$ cat src/rtl/fbfla_pkg.sv
package fbfla_pkg;

  localparam int unsigned CHUNKS      = 64;
  localparam int unsigned CHUNK_BYTES = 8;

  localparam int unsigned IDX_W       = $clog2(CHUNKS);
  localparam int unsigned LINK_W      = $clog2(CHUNKS + 1);
  localparam int unsigned CNT_W       = 7;
  localparam int unsigned CHUNK_SHIFT = $clog2(CHUNK_BYTES);
  localparam int unsigned OFS_IN_W    = 10;
  localparam int unsigned OFS_OUT_W   = 9;
  localparam int unsigned STATUS_W    = 2;

  typedef enum logic {
    CMD_ALLOC = 1'b0,
    CMD_FREE  = 1'b1
  } cmd_e;

  typedef enum logic [STATUS_W-1:0] {
    STAT_OK         = 2'd0,
    STAT_EMPTY      = 2'd1,
    STAT_BAD_OFFSET = 2'd2,
    STAT_FULL       = 2'd3
  } status_e;

  typedef enum logic {
    ST_IDLE = 1'b0,
    ST_READ = 1'b1
  } state_e;

  typedef struct packed {
    logic              rd_en;
    logic              wr_en;
    logic [IDX_W-1:0]  addr;
    logic [LINK_W-1:0] wdata;
  } mem_req_t;

endpackage

$ cat src/rtl/fbfla_if.sv
interface fbfla_req_if;
  import fbfla_pkg::*;

  logic                valid;
  logic                ready;
  logic                cmd;
  logic [OFS_IN_W-1:0] chunk_offset_in;

  modport source (output valid, output cmd, output chunk_offset_in, input ready);
  modport sink   (input valid, input cmd, input chunk_offset_in, output ready);
endinterface

interface fbfla_rsp_if;
  import fbfla_pkg::*;

  logic                 valid;
  logic                 ready;
  logic [OFS_OUT_W-1:0] chunk_offset_out;
  logic [CNT_W-1:0]     free_count;
  logic [STATUS_W-1:0]  status;

  modport source (output valid, output chunk_offset_out, output free_count, output status,
                  input ready);
  modport sink   (input valid, input chunk_offset_out, input free_count, input status,
                  output ready);
endinterface

$ cat src/rtl/fixed_block_free_list_allocator.sv
// channel | dir | fields                                   | handshake
// req_i   | in  | cmd, chunk_offset_in                     | valid/ready
// rsp_o   | out | chunk_offset_out, free_count, status     | valid/ready
//
// Allocate issues the head link read at accept and registers the response from ST_READ;
// free and every error response are registered at accept, where the link write happens.
// Reset: head 0, all chunks free; per-entry written bits make unwritten links
// read as index plus one, so no clearing pass is needed.
// A full output register stalls intake until the response is taken.
module fixed_block_free_list_allocator
  import fbfla_pkg::*;
(
  input  logic        clk_i,
  input  logic        rst_ni,
  fbfla_req_if.sink   req_i,
  fbfla_rsp_if.source rsp_o
);

  mem_req_t          mem_req;
  logic [LINK_W-1:0] mem_rdata;

  fbfla_ctrl u_ctrl (
    .clk_i       (clk_i),
    .rst_ni      (rst_ni),
    .req_i       (req_i),
    .rsp_o       (rsp_o),
    .mem_req_o   (mem_req),
    .mem_rdata_i (mem_rdata)
  );

  fbfla_link_mem u_link_mem (
    .clk_i   (clk_i),
    .rst_ni  (rst_ni),
    .req_i   (mem_req),
    .rdata_o (mem_rdata)
  );

endmodule

$ cat src/rtl/fbfla_link_mem.sv
module fbfla_link_mem
  import fbfla_pkg::*;
(
  input  logic              clk_i,
  input  logic              rst_ni,
  input  mem_req_t          req_i,
  output logic [LINK_W-1:0] rdata_o
);

  logic [LINK_W-1:0] mem [CHUNKS];
  logic [CHUNKS-1:0] written_q;
  logic [LINK_W-1:0] rdata_q;
  logic              rd_hit_q;
  logic [IDX_W-1:0]  rd_addr_q;

  always_ff @(posedge clk_i) begin
    if (req_i.wr_en) begin
      mem[req_i.addr] <= req_i.wdata;
    end
    if (req_i.rd_en) begin
      rdata_q   <= mem[req_i.addr];
      rd_addr_q <= req_i.addr;
    end
  end

  // unwritten entries read as their reset link, index plus one
  always_ff @(posedge clk_i or negedge rst_ni) begin
    if (!rst_ni) begin
      written_q <= '0;
      rd_hit_q  <= 1'b0;
    end else begin
      if (req_i.wr_en) begin
        written_q[req_i.addr] <= 1'b1;
      end
      if (req_i.rd_en) begin
        rd_hit_q <= written_q[req_i.addr];
      end
    end
  end

  assign rdata_o = rd_hit_q ? rdata_q : (LINK_W'(rd_addr_q) + LINK_W'(1));

endmodule

$ cat src/rtl/fbfla_ctrl.sv
module fbfla_ctrl
  import fbfla_pkg::*;
(
  input  logic              clk_i,
  input  logic              rst_ni,
  fbfla_req_if.sink         req_i,
  fbfla_rsp_if.source       rsp_o,
  output mem_req_t          mem_req_o,
  input  logic [LINK_W-1:0] mem_rdata_i
);

  localparam logic [OFS_IN_W:0] PoolBytes = (OFS_IN_W + 1)'(CHUNKS * CHUNK_BYTES);

  state_e               state_q, state_d;
  logic [LINK_W-1:0]    head_q, head_d;
  logic [CNT_W-1:0]     count_q, count_d;
  logic                 out_valid_q, out_valid_d;
  logic [OFS_OUT_W-1:0] out_ofs_q, out_ofs_d;
  logic [CNT_W-1:0]     out_cnt_q, out_cnt_d;
  status_e              out_stat_q, out_stat_d;

  logic             out_free;
  logic             accept;
  logic             pool_empty;
  logic             pool_full;
  logic             bad_ofs;
  logic [IDX_W-1:0] free_idx;

  assign out_free   = !out_valid_q || rsp_o.ready;
  assign req_i.ready = (state_q == ST_IDLE) && out_free;
  assign accept     = req_i.valid && req_i.ready;

  assign pool_empty = (count_q == '0) || (head_q >= LINK_W'(CHUNKS));
  assign pool_full  = (count_q >= CNT_W'(CHUNKS));
  assign bad_ofs    = ((OFS_IN_W + 1)'(req_i.chunk_offset_in) >= PoolBytes) ||
                      (req_i.chunk_offset_in[CHUNK_SHIFT-1:0] != '0);
  assign free_idx   = req_i.chunk_offset_in[CHUNK_SHIFT +: IDX_W];

  always_comb begin
    state_d = state_q;
    unique case (state_q)
      ST_IDLE: begin
        if (accept && (req_i.cmd == CMD_ALLOC) && !pool_empty) begin
          state_d = ST_READ;
        end
      end
      ST_READ: begin
        if (out_free) begin
          state_d = ST_IDLE;
        end
      end
      default: state_d = ST_IDLE;
    endcase
  end

  always_comb begin
    head_d      = head_q;
    count_d     = count_q;
    out_valid_d = out_valid_q && !rsp_o.ready;
    out_ofs_d   = out_ofs_q;
    out_cnt_d   = out_cnt_q;
    out_stat_d  = out_stat_q;
    mem_req_o   = '0;
    unique case (state_q)
      ST_IDLE: begin
        if (accept) begin
          if (req_i.cmd == CMD_ALLOC) begin
            if (pool_empty) begin
              out_valid_d = 1'b1;
              out_ofs_d   = '0;
              out_cnt_d   = count_q;
              out_stat_d  = STAT_EMPTY;
            end else begin
              mem_req_o.rd_en = 1'b1;
              mem_req_o.addr  = head_q[IDX_W-1:0];
            end
          end else begin
            out_valid_d = 1'b1;
            out_ofs_d   = '0;
            if (pool_full) begin
              out_cnt_d  = count_q;
              out_stat_d = STAT_FULL;
            end else if (bad_ofs) begin
              out_cnt_d  = count_q;
              out_stat_d = STAT_BAD_OFFSET;
            end else begin
              mem_req_o.wr_en = 1'b1;
              mem_req_o.addr  = free_idx;
              mem_req_o.wdata = head_q;
              head_d          = LINK_W'(free_idx);
              count_d         = count_q + CNT_W'(1);
              out_cnt_d       = count_q + CNT_W'(1);
              out_stat_d      = STAT_OK;
            end
          end
        end
      end
      ST_READ: begin
        if (out_free) begin
          head_d      = mem_rdata_i;
          count_d     = count_q - CNT_W'(1);
          out_valid_d = 1'b1;
          out_ofs_d   = {head_q[IDX_W-1:0], {CHUNK_SHIFT{1'b0}}};
          out_cnt_d   = count_q - CNT_W'(1);
          out_stat_d  = STAT_OK;
        end
      end
      default: ;
    endcase
  end

  always_ff @(posedge clk_i or negedge rst_ni) begin
    if (!rst_ni) begin
      state_q     <= ST_IDLE;
      head_q      <= '0;
      count_q     <= CNT_W'(CHUNKS);
      out_valid_q <= 1'b0;
    end else begin
      state_q     <= state_d;
      head_q      <= head_d;
      count_q     <= count_d;
      out_valid_q <= out_valid_d;
    end
  end

  always_ff @(posedge clk_i) begin
    out_ofs_q  <= out_ofs_d;
    out_cnt_q  <= out_cnt_d;
    out_stat_q <= out_stat_d;
  end

  assign rsp_o.valid            = out_valid_q;
  assign rsp_o.chunk_offset_out = out_ofs_q;
  assign rsp_o.free_count       = out_cnt_q;
  assign rsp_o.status           = out_stat_q;

endmodule

$ cat src/flat_wrapper.sv
// flat-port wrapper written by rule: the top's interface ports become plain ports
module fixed_block_free_list_allocator_flat import fbfla_pkg::*;
  (clk_i, rst_ni, req_i_valid, req_i_cmd, req_i_chunk_offset_in, req_i_ready, rsp_o_valid, rsp_o_chunk_offset_out, rsp_o_free_count, rsp_o_status, rsp_o_ready);
  fbfla_req_if req_i_i ();
  fbfla_rsp_if rsp_o_i ();
  input  logic clk_i;
  input  logic rst_ni;
  input wire logic [$bits(req_i_i.valid)-1:0] req_i_valid;
  input wire logic [$bits(req_i_i.cmd)-1:0] req_i_cmd;
  input wire logic [$bits(req_i_i.chunk_offset_in)-1:0] req_i_chunk_offset_in;
  output wire logic [$bits(req_i_i.ready)-1:0] req_i_ready;
  output wire logic [$bits(rsp_o_i.valid)-1:0] rsp_o_valid;
  output wire logic [$bits(rsp_o_i.chunk_offset_out)-1:0] rsp_o_chunk_offset_out;
  output wire logic [$bits(rsp_o_i.free_count)-1:0] rsp_o_free_count;
  output wire logic [$bits(rsp_o_i.status)-1:0] rsp_o_status;
  input wire logic [$bits(rsp_o_i.ready)-1:0] rsp_o_ready;
  assign req_i_i.valid = req_i_valid;
  assign req_i_i.cmd = req_i_cmd;
  assign req_i_i.chunk_offset_in = req_i_chunk_offset_in;
  assign req_i_ready = req_i_i.ready;
  assign rsp_o_valid = rsp_o_i.valid;
  assign rsp_o_chunk_offset_out = rsp_o_i.chunk_offset_out;
  assign rsp_o_free_count = rsp_o_i.free_count;
  assign rsp_o_status = rsp_o_i.status;
  assign rsp_o_i.ready = rsp_o_ready;
  fixed_block_free_list_allocator u_core (.clk_i(clk_i), .rst_ni(rst_ni), .req_i(req_i_i), .rsp_o(rsp_o_i));
endmodule
$ cat config.mk
export PLATFORM = sky130hd
export DESIGN_NAME = fixed_block_free_list_allocator_flat
export DESIGN_NICKNAME = d
export VERILOG_FILES = /design/src/rtl/fbfla_pkg.sv /design/src/rtl/fbfla_if.sv /design/src/rtl/fixed_block_free_list_allocator.sv /design/src/rtl/fbfla_link_mem.sv /design/src/rtl/fbfla_ctrl.sv /design/src/flat_wrapper.sv
export SDC_FILE = /design/constraint.sdc
export NUM_CORES = 1
export LEC_CHECK = 0
export ABC_AREA = 1
export BUFFER_PORTS_ARGS = -buffer_cell sky130_fd_sc_hd__clkbuf_2
export CAP_MARGIN = 20
export CORE_MARGIN = 1
export CORE_UTILIZATION = 28
export DETAILED_ROUTE_END_ITERATION = 10
export MAX_ROUTING_LAYER = met4
export PLACE_DENSITY = 0.42
export SYNTH_ARGS = -nofsm -noshare
export SYNTH_HDL_FRONTEND = slang
export SYNTH_SLANG_ARGS = --single-unit
$ cat constraint.sdc
create_clock -name clk_i -period 4.07 [get_ports clk_i]
set_input_delay 0.6105 -clock clk_i [delete_from_list [all_inputs] [get_ports clk_i]]
set_output_delay 0.6105 -clock clk_i [all_outputs]
set_load 0.01 [all_outputs]
* After elaboration in Yosys (flattened, before gate mapping)
Memories as Yosys holds them, arrays and structs flattened. A register that Yosys moved wholly into a read port is not among the register bits.
Index checks and enable logic that the tools add are counted.
** Operators by class
- $add $sub $neg :: 3
- Multipliers :: 0
- Divide/modulo/power cells :: 0
- Order comparisons :: 5
- Equal/unequal tests :: 6
- Shifts and indexed selects :: 0
- Mux-type cells :: 53
- Bitwise gates (word level) :: 3
- Reductions and logical operators :: 17
** Operators by type and width (count)
- two-way mux 7 bit :: 15
- OR 64 bit :: 1
- one-hot mux 7 bit (2 select lines) :: 3
- two-way mux 9 bit :: 4
- two-way mux 15 bit :: 2
- two-way mux 14 bit :: 2
- one-hot mux 9 bit (2 select lines) :: 1
- >= comparator 7 bit (second input constant) :: 2
- two-way mux 1 bit :: 13
- two-way mux 2 bit :: 6
- two-way mux 6 bit :: 2
- >= comparator 10 bit (second input constant) :: 1
- inequality test 2 bit (second input constant) :: 4
- adder 6 x 1 -> 7 bit (second input constant) :: 1
- adder 7 x 1 -> 7 bit (second input constant) :: 1
- logical NOT 7 bit :: 1
- < comparator 6 x 7 -> 1 bit (second input constant) :: 1
- subtractor 7 x 1 -> 7 bit (second input constant) :: 1
- binary-select mux 1 bit (select 6 bit) :: 1
- demux 1 bit (select 6 bit) :: 1
- >= comparator 6 x 1 -> 1 bit (second input constant) :: 1
- logical AND 1 bit :: 6
- AND reduction 3 bit :: 2
- AND reduction 5 bit :: 1
- 8 further kinds :: 14
** Storage, ports and cells
- Register bits :: 105
- Bits in latches :: 0
- RAM bits :: 448
- Memory bits (read-only) :: 0
- Input bits :: 15
- Output and inout bits :: 20
- Word-level logic and storage cells :: 98
- Memories kept :: 1
** Memory list
- u_core.u_link_mem.mem :: words 64, width 7, rd ports 1, clocked after memory_dff 1, write ports 1, line fbfla_link_mem.sv:10 : logic [LINK_W-1:0] mem [CHUNKS];

* Depth between registers and ports, before layout
- Word-level depth :: 12
- Depth in mapped cells :: 20
- Gate-level depth less buffers :: 18

* By module
From an unflattened synthesis, not the netlist that was laid out.
** Second synthesis, totals
- Cells, all modules :: 2253
- Area total of the unflattened synthesis :: 23821.6 um^2
** Modules (own cells, without submodules)
- fbfla_link_mem :: instances 1, cells each 1999, area each 21891.0 um^2, seq. area each 15469.8 um^2
- fbfla_ctrl :: instances 1, cells each 254, area each 1930.6 um^2, seq. area each 852.1 um^2

* Least setup slack after synthesis
No wires, ideal clock.
- Path type :: input to register
- Start point :: in req_i_chunk_offset_in[1]
- End point :: mem u_core.u_link_mem.mem[0][0] (netlist bit) (data pin)
- Library setup time :: 0.500 ns
- Arrival time :: 2.820 ns
- Data required time :: 3.570 ns
- Setup slack :: 0.750 ns
- Stages on the path :: 5
- Buffers on the path :: 0
- Cells stage by stage :: nor2_1 -> nand3_1 -> nor2_4 -> nand2_2 -> nor2_1
** RTL lines
- from (decl) :: line flat_wrapper.sv:10 : input wire logic [$bits(req_i_i.chunk_offset_in)-1:0] req_i_chunk_offset_in;
- to (decl) :: line fbfla_link_mem.sv:10

* Worst setup path after layout
- Start point :: reg u_core.u_ctrl.count_q[0]
- End point :: reg u_core.u_link_mem.rdata_q[5] (read register of u_core.u_link_mem.mem) (data pin)
** Between the ends
- Longest elaborated chain between the ends :: 6
- Elaborated cells on any way between the ends :: 10
- Classes of those cells :: order compare (1); mux (7); reduce/logical (2)
** Ends and longest elaborated chain
- from (decl) :: line fbfla_ctrl.sv:16 : logic [CNT_W-1:0] count_q, count_d;
- from (signal assigned) :: line fbfla_ctrl.sv:116 : count_q <= CNT_W'(CHUNKS);
- from (signal assigned) :: line fbfla_ctrl.sv:121 : count_q <= count_d;
- parallel branches: the longest is 4 deep, another holds >= comparator 7 bit
- two-way mux 15 bit * :: line fbfla_ctrl.sv:66 : if (accept) begin
- two-way mux 15 bit * :: line fbfla_ctrl.sv:64 : unique case (state_q)
- to (decl) :: line fbfla_link_mem.sv:12 : logic [LINK_W-1:0] rdata_q;
Mark *: on every way between the ends.
A chain may end at the register's enable or synchronous reset.

==> reports/summary.txt <==
Outcome: complete, no violations
Multiplexer area fraction after synthesis: 0%
Root buffer cell: clkbuf_16
Worst min path class: input pin to async pin
Critical path launch point type: register
Leakage power: 10.3 nW
Clock sinks: 557
R2R Path Start: u_core.u_ctrl.count_q[0]$_DFFE_PN0P_
Final setup viols: 0
Share of layout cells above drive strength 1: 12.5%
Most frequent cells after synthesis: nand2_1, edfxtp_1, nor2_1, inv_1, o21ai_0
Finished Core Util: 33.2%
Largest family of logic cells by synthesized area: simple AND/OR/NAND/NOR gates
DRT Wirelength: 72.4 mm
Clock buffer depth: 3
Max Cap Violations: 0
CTS buffer count: 61
Crit. End Element: register
Initial antenna violation count: 3
Pwr dens: 424 mW/mm^2
Vias: 16100
Die area: 0.0854 sq mm
CTS clk-pin slew, worst paths: 0.06 ns
Post-route antenna net violation count: 0
Sequential fraction of the synthesis area: 69.2%
Die width: 292 um
First-pass DRT Iterations: 7
Netlist Area Pre-Place: 0.0236 sq mm
Latest clock arrival within the worst-skew pair: 0.65 ns
Via density: 4.63
Fmax: 289 MHz
Top Ports: 35
Most frequent cell after synthesis: nand2_1
Final nets: 2359
Fraction of synthesized cell area in xor and xnor cells: 0.334%
Mapped Cells: 2219
Final RePlAce weighted congestion: 0.836
Synth top area cells: edfxtp_1, nand2_1, dfrtp_1
First DRT Iteration DRCs: 1251
Number of global-route vias before repair: 16400
Adder-Cell Fraction of Synth Area: 0.159%
Post-Synth Simple-Gate Area: 19.8%
Max H-tree Level: 2
Yosys synthesis warning count: 0
Max Slew Vio Count: 0
Post-layout min period: 3.46 ns
Final worst-path cycle share: 85.0%
Num rows: 106
GRT Util Overall: 17.6%
Unrepaired setup endpoints after global routing: no
Grt ovf: 0
# DRC: 0
Cts repair resizes: 0
EDFF count, synth: 476
Worst-path fanout max: 35
Skew final: 0.0229 ns
Average cell area after synthesis: 10.6 sq um
Reg2Reg Setup Slack: 0.61 ns
Synth top area share: 60.6%
PortBufs: 31
Async SR Flop Fraction: 14.5%
Setup Crit Path Kind: register to register
Crit path DAT: 3.87 ns
CTS tree: done
Synth Area in Compound Gates: 6.32%
Slew HR: 35.0%
Worst Path Required: 4.48 ns
RR Endpoint: u_core.u_link_mem.rdata_q[5]$_DFFE_PP_
Largest net degree at the start of global routing: 78
Worst-Margin Slew: 0.974 ns
Global-route wire length before repair: 108 mm
Layout area overhead: 17.5%
Cts hold-fix bufs: 0
R2R cell count: 14
Synth Flop Type: edfxtp_1
Wire per inst: 20.8 um
Synth cell types: 43
Fin. Hold Viols: 0
Core area: 0.0834 sq mm
Yosys reg bits: 557
Postcts setup bufs: 0
Die height: 292 um
Dpl hpwl: 46.5 mm
Peak supply drop: 383 uV
Dominant cell type by area after synthesis: edfxtp_1
Setup_tns: 0 ns
Initial Utilization: 28.3%
[critical path, cell delays in order (launching register included)]
cell and delay, ns:
dfrtp_1 0.42, inv_1 0.15, ha_1 0.20, nand2_2 0.07
nor2_2 0.14, nand2_2 0.13, nand4_1 0.09, nand2_1 0.38
inv_2 0.25, buf_4 0.46, a21oi_1 0.10, o21ai_1 0.50
nand2_1 0.11, nor2_1 0.14, nand2_1 0.06
[logic make-up after synthesis]
kind of cell / after synthesis
xor gates and xnor gates: 9
adders and majority gates: 3
buffers and inverters: 227
DFF: 557
and+or+nand+nor: 1164
other: 1
AOI/OAI and AO/OA: 258
[layer usage]
layer  GRT usage (%)  up-vias  wire length, um  share of wire (%)
li1                -     7686                -                  -
met1            22.5     7971            32700                 45
met2            27.8      315            34000                 47
met3            3.28      119             3260                4.5
met4            6.16        0             2480                3.4
met5               -        -                0                  0
[flip-flops by register name, summed over array words and instances (netlist names)]
signal / cells
u_core.u_ctrl.count_q: 7
u_core.u_ctrl.head_q: 7
u_core.u_ctrl.rsp_o.chunk_offset_out: 6
u_core.u_ctrl.rsp_o.free_count: 7
u_core.u_ctrl.rsp_o.status: 2
u_core.u_ctrl.rsp_o.valid: 1
u_core.u_ctrl.state_q: 1
u_core.u_link_mem.mem: 448
u_core.u_link_mem.rd_addr_q: 6
u_core.u_link_mem.rd_hit_q: 1
u_core.u_link_mem.rdata_q: 7
u_core.u_link_mem.written_q: 64
[cell usage in the layout (no fill, tap or decap), types with 2 or more instances in the layout]
| master | synthesis | routed |
|---|---|---|
| clkbuf_1 | 17 | 27 |
| nand3_4 | 1 | 2 |
| nor2_1 | 121 | 112 |
| o21ai_0 | 92 | 92 |
| nand3b_1 | 2 | 2 |
| a22oi_1 | 40 | 40 |
| o211ai_1 | 13 | 13 |
| nand4_1 | 4 | 4 |
| inv_2 | 10 | 10 |
| xor2_1 | 8 | 8 |
| o221ai_1 | 3 | 3 |
| nand3_1 | 89 | 88 |
| or2_1 | 4 | 4 |
| bufinv_16 | 0 | 3 |
| or2_2 | 6 | 6 |
| ha_1 | 3 | 3 |
| clkinv_2 | 0 | 9 |
| edfxtp_1 | 476 | 476 |
| clkbuf_8 | 0 | 5 |
| nor2_4 | 6 | 13 |
| a21oi_1 | 78 | 78 |
| nand2_1 | 909 | 908 |
| nor2_2 | 6 | 8 |
| buf_12 | 0 | 11 |
| buf_4 | 7 | 117 |
| clkbuf_16 | 0 | 61 |
| nand2_2 | 10 | 10 |
| clkbuf_2 | 0 | 30 |
| o22ai_4 | 2 | 2 |
| inv_1 | 115 | 114 |
| o21ai_1 | 26 | 26 |
| dfrtp_1 | 80 | 80 |
| diode_2 | 0 | 2 |
| clkinv_1 | 0 | 8 |
| conb_1 | 1 | 3 |
[area by class of cell]
cell class | count | area [sq um]
Antenna cell | 2 | 5.00
Clock buffer | 93 | 1700
Clock inverter | 23 | 231
Fill cell | 8450 | 55700
Inverter | 126 | 480
Multi-Input combinational cell | 1437 | 6370
Sequential cell | 557 | 16300
Tap cell | 1080 | 1350
Timing Repair Buffer | 158 | 1250
[per-stage QoR]
step	hold slack [ns]	total power, W	worst slack [ns]	instances	cell area (sq um)
floorplan	0.315	0.00641	0.750	2221	23600
global placement	0.439	0.00651	0.435	3358	25800
detailed placement	0.445	0.00651	0.421	3358	25800
CTS	0.0454	0.0119	0.583	3474	27700
global route	0.0715	0.0121	0.267	3476	27700
finish	0.0361	0.0118	0.611	3476	27700
[report_power, final]
part           internal (W)  total (W)  switching (W)
clock network       0.00306    0.00537        0.00230
registers           0.00614    0.00616      0.0000170
logic             0.0000700   0.000228       0.000158
[worst max path at each step]
stage,to,startpoint,cells after the start
2_1_floorplan,u_core.u_link_mem.mem[0][0]$_DFFE_PP_,req_i_chunk_offset_in[1],5
3_3_place_gp,u_core.u_link_mem.rdata_q[5]$_DFFE_PP_,req_i_chunk_offset_in[1],16
3_5_place_dp,u_core.u_link_mem.mem[6][1]$_DFFE_PP_,req_i_chunk_offset_in[1],11
4_1_cts,u_core.u_link_mem.mem[19][0]$_DFFE_PP_,u_core.u_ctrl.count_q[0]$_DFFE_PN0P_,11
5_1_grt,u_core.u_link_mem.mem[19][4]$_DFFE_PP_,u_core.u_ctrl.count_q[0]$_DFFE_PN0P_,11
6_report,u_core.u_link_mem.rdata_q[5]$_DFFE_PP_,u_core.u_ctrl.count_q[0]$_DFFE_PN0P_,14
No activity file was read; power rests on OpenSTA's default activity.
